`config.mk`:
```
export PLATFORM = sky130hd
export DESIGN_NAME = sorted_unique_set_list_flat
export DESIGN_NICKNAME = d
export VERILOG_FILES = /design/src/design/sus_pkg.sv /design/src/design/sus_channels.sv /design/src/design/sus_ram.sv /design/src/design/sus_cmp.sv /design/src/design/sorted_unique_set_list.sv /design/src/flat_wrapper.sv
export SDC_FILE = /design/constraint.sdc
export NUM_CORES = 1
export LEC_CHECK = 0
export BUFFER_PORTS_ARGS = -buffer_cell sky130_fd_sc_hd__clkbuf_2
export CAP_MARGIN = 0
export CORE_UTILIZATION = 30
export DETAILED_ROUTE_END_ITERATION = 16
export PLACE_DENSITY = 0.43
export SYNTH_ARGS = -nofsm -noshare
export SYNTH_HDL_FRONTEND = slang
export SYNTH_SLANG_ARGS = --single-unit
```
`constraint.sdc`:
```
create_clock -name clk -period 6 [get_ports clk]
set_input_delay 0.3 -clock clk [delete_from_list [all_inputs] [get_ports clk]]
set_output_delay 0.3 -clock clk [all_outputs]
set_load 0.05 [all_outputs]
```
`src/design/sus_pkg.sv`:
```
// Shared types and codes for the sorted unique set list.
package sus_pkg;

    localparam int KIND_W   = 2;
    localparam int VALUE_W  = 32;
    localparam int STATUS_W = 3;
    localparam int INDEX_W  = 3;
    localparam int COUNT_W  = 4;

    localparam logic [KIND_W-1:0] KIND_INSERT = 2'd0;
    localparam logic [KIND_W-1:0] KIND_DELETE = 2'd1;
    localparam logic [KIND_W-1:0] KIND_LIST   = 2'd2;

    localparam logic [STATUS_W-1:0] ST_OK       = 3'd0;
    localparam logic [STATUS_W-1:0] ST_FULL     = 3'd1;
    localparam logic [STATUS_W-1:0] ST_DUP      = 3'd2;
    localparam logic [STATUS_W-1:0] ST_EMPTY    = 3'd3;
    localparam logic [STATUS_W-1:0] ST_NOTFOUND = 3'd4;

    typedef struct packed {
        logic eq;
        logic lt;
    } cmp_t;

endpackage

```
`src/design/sus_channels.sv`:
```
// Command and result channel interfaces of the sorted unique set list.
interface sus_cmd_if;
    import sus_pkg::*;

    logic                       valid;
    logic                       ready;
    logic [KIND_W-1:0]          kind;
    logic signed [VALUE_W-1:0]  value;

    modport source (output valid, output kind, output value, input ready);
    modport sink (input valid, input kind, input value, output ready);
endinterface

interface sus_res_if;
    import sus_pkg::*;

    logic                       valid;
    logic                       ready;
    logic [STATUS_W-1:0]        status;
    logic signed [VALUE_W-1:0]  entry_value;
    logic [INDEX_W-1:0]         entry_index;
    logic [COUNT_W-1:0]         held_count;
    logic                       is_empty;
    logic                       is_full;
    logic                       last;

    modport source (output valid, output status, output entry_value, output entry_index,
                     output held_count, output is_empty, output is_full, output last,
                     input ready);
    modport sink (input valid, input status, input entry_value, input entry_index,
                   input held_count, input is_empty, input is_full, input last,
                   output ready);
endinterface

```
`src/design/sus_ram.sv`:
```
// Generic single-write, single-read RAM with registered read data.
module sus_ram #(
    parameter int WIDTH = 32,
    parameter int DEPTH = 8
) (
    input  logic                                    clk,
    input  logic                                    wr_en,
    input  logic [((DEPTH > 1) ? $clog2(DEPTH) : 1)-1:0] wr_addr,
    input  logic [WIDTH-1:0]                        wr_data,
    input  logic                                    rd_en,
    input  logic [((DEPTH > 1) ? $clog2(DEPTH) : 1)-1:0] rd_addr,
    output logic [WIDTH-1:0]                        rd_data
);
    logic [WIDTH-1:0] mem_reg [DEPTH];
    logic [WIDTH-1:0] rd_data_reg;

    always_ff @(posedge clk)
    begin
        if (wr_en)
        begin
            mem_reg[wr_addr] <= wr_data;
        end
        if (rd_en)
        begin
            rd_data_reg <= mem_reg[rd_addr];
        end
    end

    assign rd_data = rd_data_reg;
endmodule

```
`src/design/sus_cmp.sv`:
```
// Shared signed compare unit: equality and less-than of an entry against the key.
module sus_cmp (
    input  logic signed [sus_pkg::VALUE_W-1:0] entry,
    input  logic signed [sus_pkg::VALUE_W-1:0] key,
    output sus_pkg::cmp_t                      result
);
    import sus_pkg::*;

    always_comb
    begin
        result.eq = (entry == key);
        result.lt = (entry < key);
    end
endmodule

```
`src/design/sorted_unique_set_list.sv`:
```
// Sorted set of distinct signed values: insert, delete and list under a small sequencer.
//
// Commands arrive on cmd (kind, value); results leave on res through an
// output register. Insert and delete give one result with last set; a list
// gives one result per held entry in ascending order, last on the final one,
// or a single empty result when nothing is held. Every result carries the
// count and the empty and full flags as they stand after the command.
// The entries live in a RAM with registered read, so every step of a scan
// or a shift first addresses the RAM and then compares or writes in the
// state after. An insert scans the held entries, moves up each entry above
// the new value, writes the new value and loads the result; a delete scans
// up to the match, closes up the entries above it and loads the result; a
// list reads and emits each entry in turn. The longest command is an insert
// below every held entry into a set one short of full.
// cmd is ready only while the sequencer is idle. A stalled receiver holds
// the result in the output register; the sequencer runs on and waits only
// where it would load the next result, until the register is free.
// Reset empties the set at once; RAM contents are never read before written.
module sorted_unique_set_list #(
    parameter int CAPACITY = 8
) (
    input  logic       clk,
    input  logic       rst_n,
    sus_cmd_if.sink    cmd,
    sus_res_if.source  res
);
    import sus_pkg::*;

    localparam int CW = $clog2(CAPACITY + 1);
    localparam int AW = (CAPACITY > 1) ? $clog2(CAPACITY) : 1;
    localparam logic [CW-1:0] CAP_C = CW'(CAPACITY);
    localparam logic [CW-1:0] ONE_C = CW'(1);

    localparam logic [3:0] S_IDLE      = 4'd0;
    localparam logic [3:0] S_SCAN_RD   = 4'd1;
    localparam logic [3:0] S_SCAN_CHK  = 4'd2;
    localparam logic [3:0] S_MOVE_RD   = 4'd3;
    localparam logic [3:0] S_MOVE_WR   = 4'd4;
    localparam logic [3:0] S_PUT       = 4'd5;
    localparam logic [3:0] S_DONE      = 4'd6;
    localparam logic [3:0] S_LIST_RD   = 4'd7;
    localparam logic [3:0] S_LIST_EMIT = 4'd8;

    logic [3:0]                 state_reg, state_next;
    logic [KIND_W-1:0]          kind_reg, kind_next;
    logic signed [VALUE_W-1:0]  value_reg, value_next;
    logic [CW-1:0]              cnt_reg, cnt_next;
    logic [CW-1:0]              idx_reg, idx_next;
    logic [CW-1:0]              pos_reg, pos_next;
    logic [STATUS_W-1:0]        code_reg, code_next;

    logic                       out_valid_reg, out_valid_next;
    logic [STATUS_W-1:0]        status_reg, status_next;
    logic signed [VALUE_W-1:0]  entry_value_reg, entry_value_next;
    logic [INDEX_W-1:0]         entry_index_reg, entry_index_next;
    logic [COUNT_W-1:0]         held_count_reg, held_count_next;
    logic                       is_empty_reg, is_empty_next;
    logic                       is_full_reg, is_full_next;
    logic                       last_reg, last_next;

    logic                       ram_wr_en, ram_rd_en;
    logic [AW-1:0]              ram_wr_addr, ram_rd_addr;
    logic [VALUE_W-1:0]         ram_wr_data, ram_rd_data;
    logic signed [VALUE_W-1:0]  rd_entry;
    cmp_t                       cmp;

    logic                       out_free;
    logic                       at_last;
    logic [CW-1:0]              pos_scan;

    sus_ram #(
        .WIDTH (VALUE_W),
        .DEPTH (CAPACITY)
    ) u_ram (
        .clk     (clk),
        .wr_en   (ram_wr_en),
        .wr_addr (ram_wr_addr),
        .wr_data (ram_wr_data),
        .rd_en   (ram_rd_en),
        .rd_addr (ram_rd_addr),
        .rd_data (ram_rd_data)
    );

    assign rd_entry = ram_rd_data;

    sus_cmp u_cmp (
        .entry  (rd_entry),
        .key    (value_reg),
        .result (cmp)
    );

    assign out_free  = !out_valid_reg || res.ready;
    assign at_last   = (idx_reg == cnt_reg - ONE_C);
    assign pos_scan  = cmp.lt ? idx_reg + ONE_C : pos_reg;
    assign cmd.ready = (state_reg == S_IDLE);

    always_comb
    begin
        state_next       = state_reg;
        kind_next        = kind_reg;
        value_next       = value_reg;
        cnt_next         = cnt_reg;
        idx_next         = idx_reg;
        pos_next         = pos_reg;
        code_next        = code_reg;
        out_valid_next   = out_valid_reg && !res.ready;
        status_next      = status_reg;
        entry_value_next = entry_value_reg;
        entry_index_next = entry_index_reg;
        held_count_next  = held_count_reg;
        is_empty_next    = is_empty_reg;
        is_full_next     = is_full_reg;
        last_next        = last_reg;
        ram_wr_en        = 1'b0;
        ram_wr_addr      = idx_reg[AW-1:0];
        ram_wr_data      = ram_rd_data;
        ram_rd_en        = 1'b0;
        ram_rd_addr      = idx_reg[AW-1:0];

        case (state_reg)
            S_IDLE:
            begin
                if (cmd.valid)
                begin
                    kind_next  = cmd.kind;
                    value_next = cmd.value;
                    idx_next   = '0;
                    pos_next   = '0;
                    code_next  = ST_OK;
                    state_next = S_DONE;
                    case (cmd.kind)
                        KIND_INSERT:
                        begin
                            if (cnt_reg == CAP_C)
                            begin
                                code_next = ST_FULL;
                            end
                            else if (cnt_reg == '0)
                            begin
                                state_next = S_PUT;
                            end
                            else
                            begin
                                state_next = S_SCAN_RD;
                            end
                        end
                        KIND_DELETE:
                        begin
                            if (cnt_reg == '0)
                            begin
                                code_next = ST_EMPTY;
                            end
                            else
                            begin
                                state_next = S_SCAN_RD;
                            end
                        end
                        KIND_LIST:
                        begin
                            if (cnt_reg == '0)
                            begin
                                code_next = ST_EMPTY;
                            end
                            else
                            begin
                                state_next = S_LIST_RD;
                            end
                        end
                        default:
                        begin
                            code_next = ST_OK;
                        end
                    endcase
                end
            end

            S_SCAN_RD:
            begin
                ram_rd_en  = 1'b1;
                state_next = S_SCAN_CHK;
            end

            S_SCAN_CHK:
            begin
                if (kind_reg == KIND_INSERT)
                begin
                    pos_next = pos_scan;
                    if (cmp.eq)
                    begin
                        code_next  = ST_DUP;
                        state_next = S_DONE;
                    end
                    else if (at_last)
                    begin
                        // nothing to move when the new value goes on top
                        if (pos_scan == cnt_reg)
                        begin
                            state_next = S_PUT;
                        end
                        else
                        begin
                            idx_next   = cnt_reg - ONE_C;
                            state_next = S_MOVE_RD;
                        end
                    end
                    else
                    begin
                        idx_next   = idx_reg + ONE_C;
                        state_next = S_SCAN_RD;
                    end
                end
                else
                begin
                    if (cmp.eq)
                    begin
                        if (at_last)
                        begin
                            cnt_next   = cnt_reg - ONE_C;
                            code_next  = ST_OK;
                            state_next = S_DONE;
                        end
                        else
                        begin
                            idx_next   = idx_reg + ONE_C;
                            state_next = S_MOVE_RD;
                        end
                    end
                    else if (at_last)
                    begin
                        code_next  = ST_NOTFOUND;
                        state_next = S_DONE;
                    end
                    else
                    begin
                        idx_next   = idx_reg + ONE_C;
                        state_next = S_SCAN_RD;
                    end
                end
            end

            S_MOVE_RD:
            begin
                ram_rd_en  = 1'b1;
                state_next = S_MOVE_WR;
            end

            S_MOVE_WR:
            begin
                ram_wr_en = 1'b1;
                if (kind_reg == KIND_INSERT)
                begin
                    // shift up, top entry first
                    ram_wr_addr = AW'(idx_reg + ONE_C);
                    if (idx_reg == pos_reg)
                    begin
                        state_next = S_PUT;
                    end
                    else
                    begin
                        idx_next   = idx_reg - ONE_C;
                        state_next = S_MOVE_RD;
                    end
                end
                else
                begin
                    // close the gap, lowest entry first
                    ram_wr_addr = AW'(idx_reg - ONE_C);
                    if (at_last)
                    begin
                        cnt_next   = cnt_reg - ONE_C;
                        code_next  = ST_OK;
                        state_next = S_DONE;
                    end
                    else
                    begin
                        idx_next   = idx_reg + ONE_C;
                        state_next = S_MOVE_RD;
                    end
                end
            end

            S_PUT:
            begin
                ram_wr_en   = 1'b1;
                ram_wr_addr = pos_reg[AW-1:0];
                ram_wr_data = value_reg;
                cnt_next    = cnt_reg + ONE_C;
                code_next   = ST_OK;
                state_next  = S_DONE;
            end

            S_DONE:
            begin
                if (out_free)
                begin
                    out_valid_next   = 1'b1;
                    status_next      = code_reg;
                    entry_value_next = '0;
                    entry_index_next = '0;
                    held_count_next  = COUNT_W'(cnt_reg);
                    is_empty_next    = (cnt_reg == '0);
                    is_full_next     = (cnt_reg == CAP_C);
                    last_next        = 1'b1;
                    state_next       = S_IDLE;
                end
            end

            S_LIST_RD:
            begin
                ram_rd_en  = 1'b1;
                state_next = S_LIST_EMIT;
            end

            S_LIST_EMIT:
            begin
                // read data holds while the receiver stalls
                if (out_free)
                begin
                    out_valid_next   = 1'b1;
                    status_next      = ST_OK;
                    entry_value_next = rd_entry;
                    entry_index_next = INDEX_W'(idx_reg);
                    held_count_next  = COUNT_W'(cnt_reg);
                    is_empty_next    = 1'b0;
                    is_full_next     = (cnt_reg == CAP_C);
                    last_next        = at_last;
                    if (at_last)
                    begin
                        state_next = S_IDLE;
                    end
                    else
                    begin
                        idx_next   = idx_reg + ONE_C;
                        state_next = S_LIST_RD;
                    end
                end
            end

            default:
            begin
                state_next = S_IDLE;
            end
        endcase
    end

    always_ff @(posedge clk or negedge rst_n)
    begin
        if (!rst_n)
        begin
            state_reg     <= S_IDLE;
            cnt_reg       <= '0;
            out_valid_reg <= 1'b0;
        end
        else
        begin
            state_reg     <= state_next;
            cnt_reg       <= cnt_next;
            out_valid_reg <= out_valid_next;
        end
    end

    always_ff @(posedge clk)
    begin
        kind_reg        <= kind_next;
        value_reg       <= value_next;
        idx_reg         <= idx_next;
        pos_reg         <= pos_next;
        code_reg        <= code_next;
        status_reg      <= status_next;
        entry_value_reg <= entry_value_next;
        entry_index_reg <= entry_index_next;
        held_count_reg  <= held_count_next;
        is_empty_reg    <= is_empty_next;
        is_full_reg     <= is_full_next;
        last_reg        <= last_next;
    end

    assign res.valid       = out_valid_reg;
    assign res.status      = status_reg;
    assign res.entry_value = entry_value_reg;
    assign res.entry_index = entry_index_reg;
    assign res.held_count  = held_count_reg;
    assign res.is_empty    = is_empty_reg;
    assign res.is_full     = is_full_reg;
    assign res.last        = last_reg;
endmodule

```
`src/flat_wrapper.sv`:
```
// flat-port wrapper written by rule: the top's interface ports become plain ports
module sorted_unique_set_list_flat import sus_pkg::*;
#(
    parameter int CAPACITY = 8
)
  (clk, rst_n, cmd_valid, cmd_kind, cmd_value, cmd_ready, res_valid, res_status, res_entry_value, res_entry_index, res_held_count, res_is_empty, res_is_full, res_last, res_ready);
  sus_cmd_if cmd_i ();
  sus_res_if res_i ();
  input  logic clk;
  input  logic rst_n;
  input wire logic [$bits(cmd_i.valid)-1:0] cmd_valid;
  input wire logic [$bits(cmd_i.kind)-1:0] cmd_kind;
  input wire logic [$bits(cmd_i.value)-1:0] cmd_value;
  output wire logic [$bits(cmd_i.ready)-1:0] cmd_ready;
  output wire logic [$bits(res_i.valid)-1:0] res_valid;
  output wire logic [$bits(res_i.status)-1:0] res_status;
  output wire logic [$bits(res_i.entry_value)-1:0] res_entry_value;
  output wire logic [$bits(res_i.entry_index)-1:0] res_entry_index;
  output wire logic [$bits(res_i.held_count)-1:0] res_held_count;
  output wire logic [$bits(res_i.is_empty)-1:0] res_is_empty;
  output wire logic [$bits(res_i.is_full)-1:0] res_is_full;
  output wire logic [$bits(res_i.last)-1:0] res_last;
  input wire logic [$bits(res_i.ready)-1:0] res_ready;
  assign cmd_i.valid = cmd_valid;
  assign cmd_i.kind = cmd_kind;
  assign cmd_i.value = cmd_value;
  assign cmd_ready = cmd_i.ready;
  assign res_valid = res_i.valid;
  assign res_status = res_i.status;
  assign res_entry_value = res_i.entry_value;
  assign res_entry_index = res_i.entry_index;
  assign res_held_count = res_i.held_count;
  assign res_is_empty = res_i.is_empty;
  assign res_is_full = res_i.is_full;
  assign res_last = res_i.last;
  assign res_i.ready = res_ready;
  sorted_unique_set_list #(.CAPACITY(CAPACITY)) u_core (.clk(clk), .rst_n(rst_n), .cmd(cmd_i), .res(res_i));
endmodule
```
==> flow_metrics.py <==
metrics = {
    "yosys": {
        "post_synth_instance_area_um2": 16200,
        "mappedNetlistNets": 1044,
        "yosysSeqAreaShare_pct": 71.5,
        "post_synth_num_cell_types": 49,
        "number_of_synthesized_register_bits": 387,
        "async_set_reset_flop_share_out_of_synthesis_pct": 2.33,
        "synth_area_per_cell_um2": 16.8,
        "synth_enable_flop_cells": 378,
        "commonest_register_cell_after_synthesis": "edfxtp_1",
        "synth-warning-count": 0,
        "synth_cells": 966,
    },
    "sta": {
        "finalWorstSetupSlack_ns": 1.77,
        "timing.clock.skew_ns": 0.0199,
        "period_minus_slack_ns": 4.23,
        "share_of_the_clock_period_used_by_the_worst_path_pct": 70.5,
        "worstMarginPinSlew_ns": 1.08,
        "endpoints_failing_setup": 0,
        "grt_setup_unrepaired": "no",
        "finalHoldViolations": 0,
        "fin_tns_setup_ns": 0,
        "finalMaxSlewViolations": 0,
        "slew_headroom_pct": 27.6,
        "max_freq_ghz": 0.236,
    },
    "routing": {
        "count_of_routing_violations_after_the_opening_detailed_route_iteration": 616,
        "totalWireLength_mm": 40.1,
        "vias_cell": 4.78,
        "drt_pass_1_iters": 5,
        "vias": 8718,
        "postRouteAntennaNets": 0,
        "routedWlPerCell_um": 22.0,
        "drc": 0,
    },
    "final_layout": {
        "max_reg_flops": 256,
        "layout-drive-gt1-share_pct": 24.4,
        "finish.instance_area_um2": 19200,
        "nNetsFinal": 1179,
        "utilization_pct": 36.3,
        "diodes": 0,
        "layout_overhead_on_the_synthesized_area_pct": 18.9,
    },
    "power_and_ir_drop": {
        "power.combinational.fraction_pct": 29.5,
        "power_density_nw_per_um2": 481,
        "cell_internal_pwr_w": 0.00624,
        "cellLeakagePower_nw": 6.79,
        "pwr-share-seq_pct": 42.5,
        "power.share.switching_pct": 32.7,
        "totalPowerFinal_w": 0.00927,
        "p_clk_share_pct": 28.0,
        "net-switching-power_w": 0.00303,
        "ir_worst_vdd_mv": 0.228,
    },
    "global_routing": {
        "grt_max_degree": 66,
        "grtUsageTotal_pct": 15.1,
        "grt_pass1_vias": 9199,
        "antenna_found_initial": 0,
        "grt_first_pass_wirelength_mm": 60.3,
        "global_route.overflow_total": 0,
    },
    "critical_path": {
        "endpoint": "u_core.idx_reg[0]$_DFFE_PP_",
        "worst_setup_path_end_kind": "flip-flop",
        "timing.critical_path.from": "u_core.u_ram.rd_data[31]$_DFFE_PP_",
        "crit_arrival_ns": 4.52,
        "regToRegSetupSlack_ns": 1.77,
        "worst-endpoint-required_ns": 6.30,
        "worstSetupPathType": "reg -> reg",
        "path_max_fanout": 6,
        "rr_endpoint": "u_core.idx_reg[0]$_DFFE_PP_",
        "crit_path_start_kind": "flip-flop",
        "rr_worst_depth": 10,
        "start_of_the_worst_register_to_register_path": "u_core.u_ram.rd_data[31]$_DFFE_PP_",
    },
    "status": {
        "run_status": "completed",
    },
    "die": {
        "boundaryPins": 85,
        "core_area_um2": 53000,
        "die_area_um2": 54900,
        "total_number_of_placement_rows": 84,
        "die_w_um": 234,
        "starting_density_of_the_core_pct": 30.6,
        "die_h_um": 234,
    },
    "job": {
        "max_cap_violations": 0,
    },
    "cts": {
        "clockBufferDepth": 3,
        "clk_pin_slew_ns": 0.06,
        "cts_h_tree_lvls": 2,
        "post_cts_buffers": 0,
        "post_cts_resized": 0,
        "cts_root_buf": "clkbuf_16",
        "numClockSinks": 387,
        "worstSkewPairLatency_ns": 0.57,
        "cts_buffers": 44,
        "cts_tree": "built",
    },
    "placement": {
        "place_worst_setup_slack_ns": 1.69,
        "detailed_place_hpwl_mm": 24.1,
        "postPlaceCellArea_um2": 17500,
        "port_buffers": 84,
        "gp_congestion": 0.808,
    },
    "hold_path": {
        "hold_path.class": "in -> reg",
    },
}
-- repair_timing --
item                       CTS  global route
hold buffers                35             0
setup endpoints to repair    0             0
hold endpoints to repair    43             0
-- critical path, stage by stage (launching register included) --
cell and delay, ns:
edfxtp_1 0.46, ha_1 0.43, nand4_1 0.22, or4_1 0.65
nor2_1 0.37, o31ai_1 0.23, a41oi_2 0.46, mux2_2 0.41
xnor2_1 0.15, nand4_1 0.15, o311a_1 0.41
-- how the worst min path moves through the flow --
| stage | from | end | slack (ns) | cells after the start |
|---|---|---|---|---|
| floorplan | rst_n | u_core.cnt_reg[0]$_DFFE_PN0P_ | 0.004 | 0 |
| global placement | rst_n | u_core.state_reg[0]$_DFFE_PN0P_ | 0.18 | 1 |
| detailed placement | rst_n | u_core.state_reg[0]$_DFFE_PN0P_ | 0.19 | 1 |
| CTS | res_ready | u_core.res.valid$_DFF_PN0_ | 0.08 | 3 |
| global route | res_ready | u_core.res.valid$_DFF_PN0_ | 0.12 | 3 |
| finish | res_ready | u_core.res.valid$_DFF_PN0_ | 0.10 | 3 |
-- cell usage in the layout, fill, tap and decap left out, types with 8 or more instances in the layout --
cell type / Yosys / final
edfxtp_1: 378 / 378
clkbuf_2: 0 / 84
nand2_1: 70 / 70
mux4_2: 64 / 64
o21ai_0: 50 / 50
inv_1: 46 / 45
clkbuf_16: 0 / 45
ha_1: 40 / 40
dlygate4sd3_1: 0 / 35
a21oi_1: 34 / 34
and3_1: 35 / 34
mux2_2: 33 / 33
nor2_1: 33 / 29
buf_4: 0 / 17
xnor2_1: 13 / 13
xor2_1: 11 / 11
clkbuf_1: 42 / 11
nand2b_1: 9 / 9
clkinv_1: 0 / 9
dfrtp_1: 9 / 9
nand3_1: 9 / 8
nand4_1: 8 / 8
clkinv_2: 0 / 8
-- power groups by stage --
stage	Combinational, W	Clock [W]	Sequential, W
after floorplan	0.00192	0	0.00393
after global placement	0.00279	0	0.00399
after detailed placement	0.00279	0	0.00400
after CTS	0.00283	0.00267	0.00394
after global routing	0.00304	0.00277	0.00399
final	0.00274	0.00259	0.00394
-- cells by family (layout without fill, tap and decap cells) --
family | after synthesis | after routing | share of synthesized area, %
xor gates and xnor gates | 24 | 24 | 1.30
AOI/OAI and AO/OA | 124 | 124 | 4.64
and+or+nand+nor | 195 | 195 | 5.80
muxes | 101 | 101 | 11.4
buffers and inverters | 95 | 265 | 2.21
adders and majority gates | 40 | 40 | 3.09
DFF | 387 | 387 | 71.5
-- synth_stat cells, drive strengths merged, types with 4 or more instances --
library cell / instances / share of area (%)
dfrtp: 9 / 1.4
nor2b: 6 / 0.23
a211oi: 4 / 0.19
nand4: 8 / 0.31
buf: 7 / 0.17
inv: 46 / 1.1
o21ai: 50 / 1.5
mux2: 33 / 2.3
a21oi: 34 / 1.1
xnor2: 13 / 0.70
nor3: 12 / 0.37
and3: 35 / 1.4
nor2: 33 / 0.77
and2: 6 / 0.23
edfxtp: 378 / 70
xor2: 11 / 0.60
mux4: 64 / 8.9
o22ai: 5 / 0.19
mux2i: 4 / 0.25
nand2: 70 / 1.6
nand3: 9 / 0.28
clkbuf: 42 / 0.97
nand2b: 9 / 0.35
ha: 40 / 3.1
-- metal layers --
| metal | track usage [%] | share of wire, % | vias up |
|---|---|---|---|
| met2 | 24.9 | 49 | 147 |
| met4 | 4.56 | 2.0 | 0 |
| met3 | 2.43 | 3.2 | 58 |
| met1 | 20.4 | 46 | 4478 |
| met5 | 0 | 0 | - |
| li1 | - | - | 4035 |
-- area by class of cell --
class	instances	area, µm²
Fill cell	5046	33700
Clock buffer	56	1170
Timing Repair Buffer	138	938
Sequential cell	387	11600
Tap cell	688	861
Clock inverter	25	205
Multi-Input combinational cell	484	4330
Inverter	46	173
-- stage by stage --
stage | hold WS, ns | cells
final | 0.102 | 1824
after detailed placement | 0.185 | 1708
after CTS | 0.0780 | 1824
after global routing | 0.122 | 1824
after floorplan | 0.00441 | 966
after global placement | 0.185 | 1708
Note: power is estimated with default switching activity, not from simulation.
